## src/rtl/core/morse_led_segment_encoder_defines.svh

```systemverilog
// Assertion macros shared by the Morse LED segment encoder RTL.
`ifndef MORSE_LED_SEGMENT_ENCODER_DEFINES_SVH
`define MORSE_LED_SEGMENT_ENCODER_DEFINES_SVH

// Checks that the consequent holds in the same cycle as the antecedent.
`define MLSE_ASSERT_SAME(label, clk, rstn, ante, cons) \
    label: assert property (@(posedge clk) disable iff (!(rstn)) (ante) |-> (cons)) \
        else $error("mlse assertion failed");

// Checks that the consequent holds in the cycle after the antecedent.
`define MLSE_ASSERT_NEXT(label, clk, rstn, ante, cons) \
    label: assert property (@(posedge clk) disable iff (!(rstn)) (ante) |=> (cons)) \
        else $error("mlse assertion failed");

`endif

```

## src/rtl/core/mlse_pkg.sv

```systemverilog
// Package with types, constants and the character code table of the Morse encoder.
package mlse_pkg;

    localparam int unsigned CFG_WIDTH = 16;
    localparam int unsigned CFG_ADDR_WIDTH = 2;
    localparam int unsigned CHAR_WIDTH = 8;
    localparam int unsigned MAX_SYMBOLS = 5;
    localparam int unsigned SYM_CNT_WIDTH = 3;

    // Register indexes on the configuration port.
    localparam logic [CFG_ADDR_WIDTH-1:0] REG_DOT_ON = 2'd0;
    localparam logic [CFG_ADDR_WIDTH-1:0] REG_DASH_ON = 2'd1;
    localparam logic [CFG_ADDR_WIDTH-1:0] REG_SYMBOL_OFF = 2'd2;
    localparam logic [CFG_ADDR_WIDTH-1:0] REG_LETTER_GAP = 2'd3;

    // Reset values of the timing registers, in milliseconds.
    localparam logic [CFG_WIDTH-1:0] DOT_ON_RESET = 16'd500;
    localparam logic [CFG_WIDTH-1:0] DASH_ON_RESET = 16'd1000;
    localparam logic [CFG_WIDTH-1:0] SYMBOL_OFF_RESET = 16'd1000;
    localparam logic [CFG_WIDTH-1:0] LETTER_GAP_RESET = 16'd2500;

    // Character codes that bound the encoded ranges.
    localparam logic [CHAR_WIDTH-1:0] CHAR_SPACE = 8'h20;
    localparam logic [CHAR_WIDTH-1:0] CHAR_DIGIT_FIRST = 8'h30;
    localparam logic [CHAR_WIDTH-1:0] CHAR_DIGIT_LAST = 8'h39;
    localparam logic [CHAR_WIDTH-1:0] CHAR_UPPER_FIRST = 8'h41;
    localparam logic [CHAR_WIDTH-1:0] CHAR_UPPER_LAST = 8'h5A;
    localparam logic [CHAR_WIDTH-1:0] CHAR_LOWER_FIRST = 8'h61;
    localparam logic [CHAR_WIDTH-1:0] CHAR_LOWER_LAST = 8'h7A;

    // Timing register set.
    typedef struct packed {
        logic [CFG_WIDTH-1:0] dot_on_ms;
        logic [CFG_WIDTH-1:0] dash_on_ms;
        logic [CFG_WIDTH-1:0] symbol_off_ms;
        logic [CFG_WIDTH-1:0] letter_gap_ms;
    } cfg_t;

    // One LED segment as it leaves the sequencer.
    typedef struct packed {
        logic                 led_on;
        logic [CFG_WIDTH-1:0] duration_ms;
        logic                 last_segment;
    } seg_t;

    // Table entry: symbol count, then one bit per symbol (bit 0 first, 1 = dash).
    typedef struct packed {
        logic [SYM_CNT_WIDTH-1:0] len;
        logic [MAX_SYMBOLS-1:0]   pat;
    } code_entry_t;

    // Decoded character.
    typedef struct packed {
        logic        valid;
        logic        space;
        code_entry_t code;
    } char_info_t;

    localparam code_entry_t LETTER_TABLE [26] = '{
        '{3'd2, 5'b00010}, '{3'd4, 5'b00001}, '{3'd4, 5'b00101}, '{3'd3, 5'b00001},
        '{3'd1, 5'b00000}, '{3'd4, 5'b00100}, '{3'd3, 5'b00011}, '{3'd4, 5'b00000},
        '{3'd2, 5'b00000}, '{3'd4, 5'b01110}, '{3'd3, 5'b00101}, '{3'd4, 5'b00010},
        '{3'd2, 5'b00011}, '{3'd2, 5'b00001}, '{3'd3, 5'b00111}, '{3'd4, 5'b00110},
        '{3'd4, 5'b01011}, '{3'd3, 5'b00010}, '{3'd3, 5'b00000}, '{3'd1, 5'b00001},
        '{3'd3, 5'b00100}, '{3'd4, 5'b01000}, '{3'd3, 5'b00110}, '{3'd4, 5'b01001},
        '{3'd4, 5'b01101}, '{3'd4, 5'b00011}
    };

    localparam code_entry_t DIGIT_TABLE [10] = '{
        '{3'd5, 5'b11111}, '{3'd5, 5'b11110}, '{3'd5, 5'b11100}, '{3'd5, 5'b11000},
        '{3'd5, 5'b10000}, '{3'd5, 5'b00000}, '{3'd5, 5'b00001}, '{3'd5, 5'b00011},
        '{3'd5, 5'b00111}, '{3'd5, 5'b01111}
    };

    // Maps a character byte to its Morse symbols; letters fold to one case.
    function automatic char_info_t decode_char(input logic [CHAR_WIDTH-1:0] c);
        char_info_t info;
        logic       is_letter;
        logic       is_digit;
        logic [4:0] letter_idx;
        info = '0;
        is_letter = ((c >= CHAR_UPPER_FIRST) && (c <= CHAR_UPPER_LAST)) ||
                    ((c >= CHAR_LOWER_FIRST) && (c <= CHAR_LOWER_LAST));
        is_digit = (c >= CHAR_DIGIT_FIRST) && (c <= CHAR_DIGIT_LAST);
        letter_idx = c[4:0] - 5'd1;
        if (c == CHAR_SPACE) begin
            info.valid = 1'b1;
            info.space = 1'b1;
        end else if (is_letter) begin
            info.valid = 1'b1;
            info.code = LETTER_TABLE[letter_idx];
        end else if (is_digit) begin
            info.valid = 1'b1;
            info.code = DIGIT_TABLE[c[3:0]];
        end
        return info;
    endfunction

endpackage

```

## src/rtl/core/mlse_seq.sv

```systemverilog
// Symbol sequencer that walks one character's Morse code, one segment per step.
module mlse_seq (
    input  logic                            aclk,
    input  logic                            aresetn,
    input  logic                            start,
    input  logic [mlse_pkg::CHAR_WIDTH-1:0] char_code,
    input  mlse_pkg::cfg_t                  cfg,
    input  logic                            out_free,
    output logic                            ready,
    output logic                            seg_valid,
    output mlse_pkg::seg_t                  seg
);
    import mlse_pkg::*;

    typedef enum logic [3:0] {
        ST_IDLE = 4'b0001,
        ST_ON   = 4'b0010,
        ST_OFF  = 4'b0100,
        ST_GAP  = 4'b1000
    } state_t;

    state_t                   state_reg, state_next;
    logic [MAX_SYMBOLS-1:0]   pat_reg, pat_next;
    logic [SYM_CNT_WIDTH-1:0] rem_reg, rem_next;
    char_info_t               info;
    logic                     advance;

    assign info = decode_char(char_code);
    assign ready = (state_reg == ST_IDLE);
    assign seg_valid = (state_reg != ST_IDLE);
    assign advance = seg_valid && out_free;

    // Segment shown for the current step; bit 0 of the pattern is the current symbol.
    always_comb begin
        seg = '0;
        case (state_reg)
            ST_ON: begin
                seg.led_on = 1'b1;
                seg.duration_ms = pat_reg[0] ? cfg.dash_on_ms : cfg.dot_on_ms;
            end
            ST_OFF: begin
                seg.duration_ms = cfg.symbol_off_ms;
            end
            ST_GAP: begin
                seg.duration_ms = cfg.letter_gap_ms;
                seg.last_segment = 1'b1;
            end
            default: begin
                seg = '0;
            end
        endcase
    end

    // Next-state logic: load on a new transaction, step while the output takes segments.
    always_comb begin
        state_next = state_reg;
        pat_next = pat_reg;
        rem_next = rem_reg;
        case (state_reg)
            ST_IDLE: begin
                if (start && info.valid) begin
                    pat_next = info.code.pat;
                    rem_next = info.code.len;
                    state_next = info.space ? ST_GAP : ST_ON;
                end
            end
            ST_ON: begin
                if (advance) begin
                    state_next = ST_OFF;
                end
            end
            ST_OFF: begin
                if (advance) begin
                    pat_next = pat_reg >> 1;
                    rem_next = rem_reg - 3'd1;
                    state_next = (rem_reg == 3'd1) ? ST_GAP : ST_ON;
                end
            end
            ST_GAP: begin
                if (advance) begin
                    state_next = ST_IDLE;
                end
            end
            default: begin
                state_next = ST_IDLE;
            end
        endcase
    end

    // State register with synchronous reset; the symbol shifter needs none.
    always_ff @(posedge aclk) begin
        if (!aresetn) begin
            state_reg <= ST_IDLE;
        end else begin
            state_reg <= state_next;
        end
        pat_reg <= pat_next;
        rem_reg <= rem_next;
    end

endmodule

```

## src/rtl/core/morse_led_segment_encoder.sv

```systemverilog
// Top level of the Morse LED segment encoder: timing registers, sequencer and output stage.
//
//  Channel   Ports                                          Direction
//  input     s_valid s_ready s_char_code                    in
//  result    m_valid m_ready m_led_on m_duration_ms m_last_segment  out
//  config    cfg_wr_en cfg_addr cfg_wdata                   in
//
// After its transaction a letter or digit keeps s_ready low while it issues 2 * symbols + 1
// segments (3 to 11), closing with the gap; a space keeps s_ready low for its single gap
// segment, and any other byte is accepted with no output.
// Synchronous active-low reset returns the timing registers to 500/1000/1000/2500 ms.
// A stalled result holds in the output register and freezes the sequencer; a new
// transaction is taken again once the closing gap segment has moved to the output register.
`include "morse_led_segment_encoder_defines.svh"

module morse_led_segment_encoder (
    input  logic                                aclk,
    input  logic                                aresetn,
    input  logic                                s_valid,
    output logic                                s_ready,
    input  logic [mlse_pkg::CHAR_WIDTH-1:0]     s_char_code,
    output logic                                m_valid,
    input  logic                                m_ready,
    output logic                                m_led_on,
    output logic [mlse_pkg::CFG_WIDTH-1:0]      m_duration_ms,
    output logic                                m_last_segment,
    input  logic                                cfg_wr_en,
    input  logic [mlse_pkg::CFG_ADDR_WIDTH-1:0] cfg_addr,
    input  logic [mlse_pkg::CFG_WIDTH-1:0]      cfg_wdata
);
    import mlse_pkg::*;

    cfg_t  cfg_reg;
    seg_t  seg;
    seg_t  out_reg;
    logic  m_valid_reg;
    logic  seg_valid;
    logic  out_free;
    logic  seq_ready;
    logic  load_out;

    // Timing registers, written through the configuration port.
    always_ff @(posedge aclk) begin
        if (!aresetn) begin
            cfg_reg.dot_on_ms <= DOT_ON_RESET;
            cfg_reg.dash_on_ms <= DASH_ON_RESET;
            cfg_reg.symbol_off_ms <= SYMBOL_OFF_RESET;
            cfg_reg.letter_gap_ms <= LETTER_GAP_RESET;
        end else if (cfg_wr_en) begin
            case (cfg_addr)
                REG_DOT_ON:     cfg_reg.dot_on_ms <= cfg_wdata;
                REG_DASH_ON:    cfg_reg.dash_on_ms <= cfg_wdata;
                REG_SYMBOL_OFF: cfg_reg.symbol_off_ms <= cfg_wdata;
                REG_LETTER_GAP: cfg_reg.letter_gap_ms <= cfg_wdata;
                default:        cfg_reg <= cfg_reg;
            endcase
        end
    end

    // The sequencer walks the symbols of one character.
    mlse_seq u_seq (
        .aclk      (aclk),
        .aresetn   (aresetn),
        .start     (s_valid && s_ready),
        .char_code (s_char_code),
        .cfg       (cfg_reg),
        .out_free  (out_free),
        .ready     (seq_ready),
        .seg_valid (seg_valid),
        .seg       (seg)
    );

    assign s_ready = seq_ready;

    // Output register: takes a new segment whenever it is empty or being drained.
    assign out_free = !m_valid_reg || m_ready;
    assign load_out = seg_valid && out_free;

    always_ff @(posedge aclk) begin
        if (!aresetn) begin
            m_valid_reg <= 1'b0;
        end else if (out_free) begin
            m_valid_reg <= seg_valid;
        end
        if (load_out) begin
            out_reg <= seg;
        end
    end

    assign m_valid = m_valid_reg;
    assign m_led_on = out_reg.led_on;
    assign m_duration_ms = out_reg.duration_ms;
    assign m_last_segment = out_reg.last_segment;

    // Once the closing gap leaves the sequencer, the block takes a new transaction.
    `MLSE_ASSERT_NEXT(a_ready_after_gap, aclk, aresetn,
        load_out && seg.last_segment, s_ready)
    // A lit segment never closes a character.
    `MLSE_ASSERT_SAME(a_lit_not_last, aclk, aresetn,
        m_valid && m_led_on, !m_last_segment)
    // A space keeps the block busy for its gap segment.
    `MLSE_ASSERT_NEXT(a_space_busy, aclk, aresetn,
        s_valid && s_ready && (s_char_code == CHAR_SPACE), !s_ready && seg_valid)

endmodule
```

## config.mk

```make
export PLATFORM = sky130hd
export DESIGN_NAME = morse_led_segment_encoder
export DESIGN_NICKNAME = d
export VERILOG_FILES = /design/src/rtl/core/mlse_pkg.sv /design/src/rtl/core/mlse_seq.sv /design/src/rtl/core/morse_led_segment_encoder.sv
export VERILOG_INCLUDE_DIRS = /design/src /design/src/rtl/core
export SDC_FILE = /design/constraint.sdc
export NUM_CORES = 1
export LEC_CHECK = 0
export ABC_CLOCK_PERIOD_IN_PS = 2400
export BUFFER_PORTS_ARGS = -buffer_cell sky130_fd_sc_hd__buf_2
export CAP_MARGIN = 20
export CORE_ASPECT_RATIO = 1.2
export CORE_UTILIZATION = 55
export CTS_BUF_LIST = sky130_fd_sc_hd__clkbuf_8
export DETAILED_ROUTE_END_ITERATION = 12
export PLACE_DENSITY = 0.77
export SYNTH_ARGS = -nofsm -noshare
export SYNTH_HDL_FRONTEND = slang
export SYNTH_SLANG_ARGS = --single-unit
export TNS_END_PERCENT = 50
```

## constraint.sdc

```tcl
create_clock -name aclk -period 2.4 [get_ports aclk]
set_clock_uncertainty 0.05 [all_clocks]
set_input_delay 0.48 -clock aclk [delete_from_list [all_inputs] [get_ports aclk]]
set_output_delay 0.48 -clock aclk [all_outputs]
set_load 0.03 [all_outputs]
```

==> results.cfg <==
[critical_path]
path_cells = nor2_1, nand3_1, inv_1, buf_2
worst-path-buf-inv = 2
crit_arrival_ps = 1600
cpPeakStageDelay_ps = 420
required_ps = 1870
start_kind = flip-flop
worstPathMaxFanout = 10
worst-setup-path-type = reg2out
crit_slowest_cell = dfxtp_1
crit_path_end_kind = output port
cp_top_family = buffers and inverters

[cells_and_area]
n_antenna_cell = 0
final_common_cell = nand2_1
num-fill-cells = 728
largest_reg_flops = 64
utilization_pct = 66.1
syn_to_final_growth_pct = 14.4
final_cell_mix = nand2_1, dfxtp_1, buf_2
fin_area_um2 = 5480
drive_gt1_share_pct = 18.4
final_nets = 633
final_cells = 713

[pwr]
p_int_mw = 3.04
p_per_area_nw_per_um2 = 839
p_clk_share_pct = 26.8
ir_worst_vdd_v = 0.000542
seqPwrFrac_pct = 45.0
combPwrFrac_pct = 28.2
leakage_nw = 2.17
switching_share_pct = 33.8
switchingPower_mw = 1.55
power_mw = 4.60

[route]
vias = 4143
firstDrtPassIters = 5
ant_nets = 0
via_per_inst = 5.81
drt_iter0_markers = 278
wl_um = 11300
wl_per_cell_um = 15.8
drc = 0

[floorplan]
io_pins = 51
row_count = 36
initial_core_util_pct = 57.7
coreArea_um2 = 8290
die_area_um2 = 9080
die_y_um = 104
fp.dieW_um = 87.2

[sta]
setup_viol = 0
period_minus_slack_ps = 2130
finalHoldViolations = 0
worst_slew_pin_slew_ps = 748
slew_violations = 0
whs_ps = 330
worst_slack_ps = 272
slew_headroom_pct = 50.0
fmaxAchievable_mhz = 470
setup_tns_ps = 0
rsz0062_at_grt = no
period_share_pct = 88.6

[placed_design]
dpl_cell_area_um2 = 5240
io_buffers = 50
gp_congestion = 0.887
dp_hpwl_um = 7670
dp.cells = 697
dp_worst_setup_slack_ps = -21.6

[synth]
netlist_area_um2 = 4790
syn_nets = 586
synthCells = 547
synth_seq_cells = 95
yosysTopAreaCell = dfxtp_1
yosys_warnings = 0
synth_cell_type_count = 61
avgSynthCellArea_um2 = 8.75
synth_area_leaders = dfxtp_1, edfxtp_1, nand2_1
synth_edf_count = 26
synth_ff_type = dfxtp_1
synth_top_cell_area_share_pct = 28.9
async_flop_share_pct = 0
ys_seq_area_share_pct = 45.2

[global_routing]
grt_pass1_wl_um = 18400
antenna_found_initial = 0
gr-total-overflow = 0
grt_max_degree = 34
grt_use_total_pct = 25.7
grt_pass1_vias = 3996

[clock_network]
cts_root_buf = clkbuf_8
ctsResizeCount = 0
worstSkewPairLatency_ps = 360
numCtsBuffers = 9
cts_hold_buf = 0
post_cts_buffers = 0
clk_pin_slew_ps = 90
cts.sinks = 95
clockBufferDepth = 2
htreeDepth = 3
cts_tree = done

[min_path]
hold_class = in2reg

[flow_run]
maxCapViolations = 0

[outcome]
status = completed
-- Yosys cell counts, types with 3 or more instances --
cell type,number
a21boi_0,36
a21boi_1,6
a21oi_1,17
a22oi_1,18
and3_1,4
buf_2,11
clkbuf_1,26
dfxtp_1,69
edfxtp_1,26
ha_1,8
inv_1,9
mux2i_1,21
nand2_1,147
nand2b_1,6
nand3_1,28
nor2_1,13
nor3_1,4
o211ai_1,3
o21a_1,3
o21ai_0,26
or2_2,4
xnor2_1,4
xor2_1,3
-- power groups by stage --
| stage | Combinational, mW | Clock [mW] | Sequential [mW] |
|---|---|---|---|
| 2_1_floorplan | 0.622 | 0 | 2.38 |
| 3_3_place_gp | 1.27 | 0 | 2.10 |
| 3_5_place_dp | 1.29 | 0 | 2.11 |
| 4_1_cts | 1.29 | 1.25 | 2.07 |
| 5_1_grt | 1.38 | 1.31 | 2.09 |
| 6_report | 1.29 | 1.23 | 2.07 |
-- layout make-up --
class                           count  area (um^2)  area share [%]
Inverter                            9         33.8           0.617
Sequential cell                    95         2160            39.5
Clock buffer                        9          124            2.26
Clock inverter                      7          113            2.06
Timing Repair Buffer               77          465            8.50
Tap cell                          114          143            2.60
Multi-Input combinational cell    402         2440            44.5
-- cells by family (layout without fill, tap and decap cells) --
group | count (synthesis) | in the layout | share of synthesized area [%]
DFF | 95 | 95 | 45.2
adders and majority gates | 9 | 9 | 2.30
muxes | 22 | 22 | 4.63
AOI/OAI and AO/OA | 134 | 134 | 19.2
and+or+nand+nor | 228 | 228 | 22.3
buffers and inverters | 50 | 102 | 4.37
xor gates and xnor gates | 9 | 9 | 1.96
-- final timing paths --
check	cells after the start	end	from	slack [ps]
min	3	cfg_reg[22]	cfg_wdata[6]	330
max reg2reg	6	u_seq.pat_reg[4]	u_seq.state_reg[1]	590
max	4	s_ready	u_seq.state_reg[2]	270
min reg2reg	2	cfg_reg[12]	cfg_reg[12]	410
-- per-layer routing --
metal	track usage [%]	share of wire, %	up-vias
met5	0	0	-
met4	9.02	2.1	0
met3	4.44	4.9	28
met2	48.0	53	152
met1	28.6	40	1958
li1	-	-	2005
-- worst reg2reg max path: cells and delay by family (launching register included) --
family / cells / cell delay (ps)
buffers and inverters: 2 / 280
flip-flops: 1 / 530
AND/OR/NAND/NOR: 4 / 630
(Power assumes the default switching activity.)
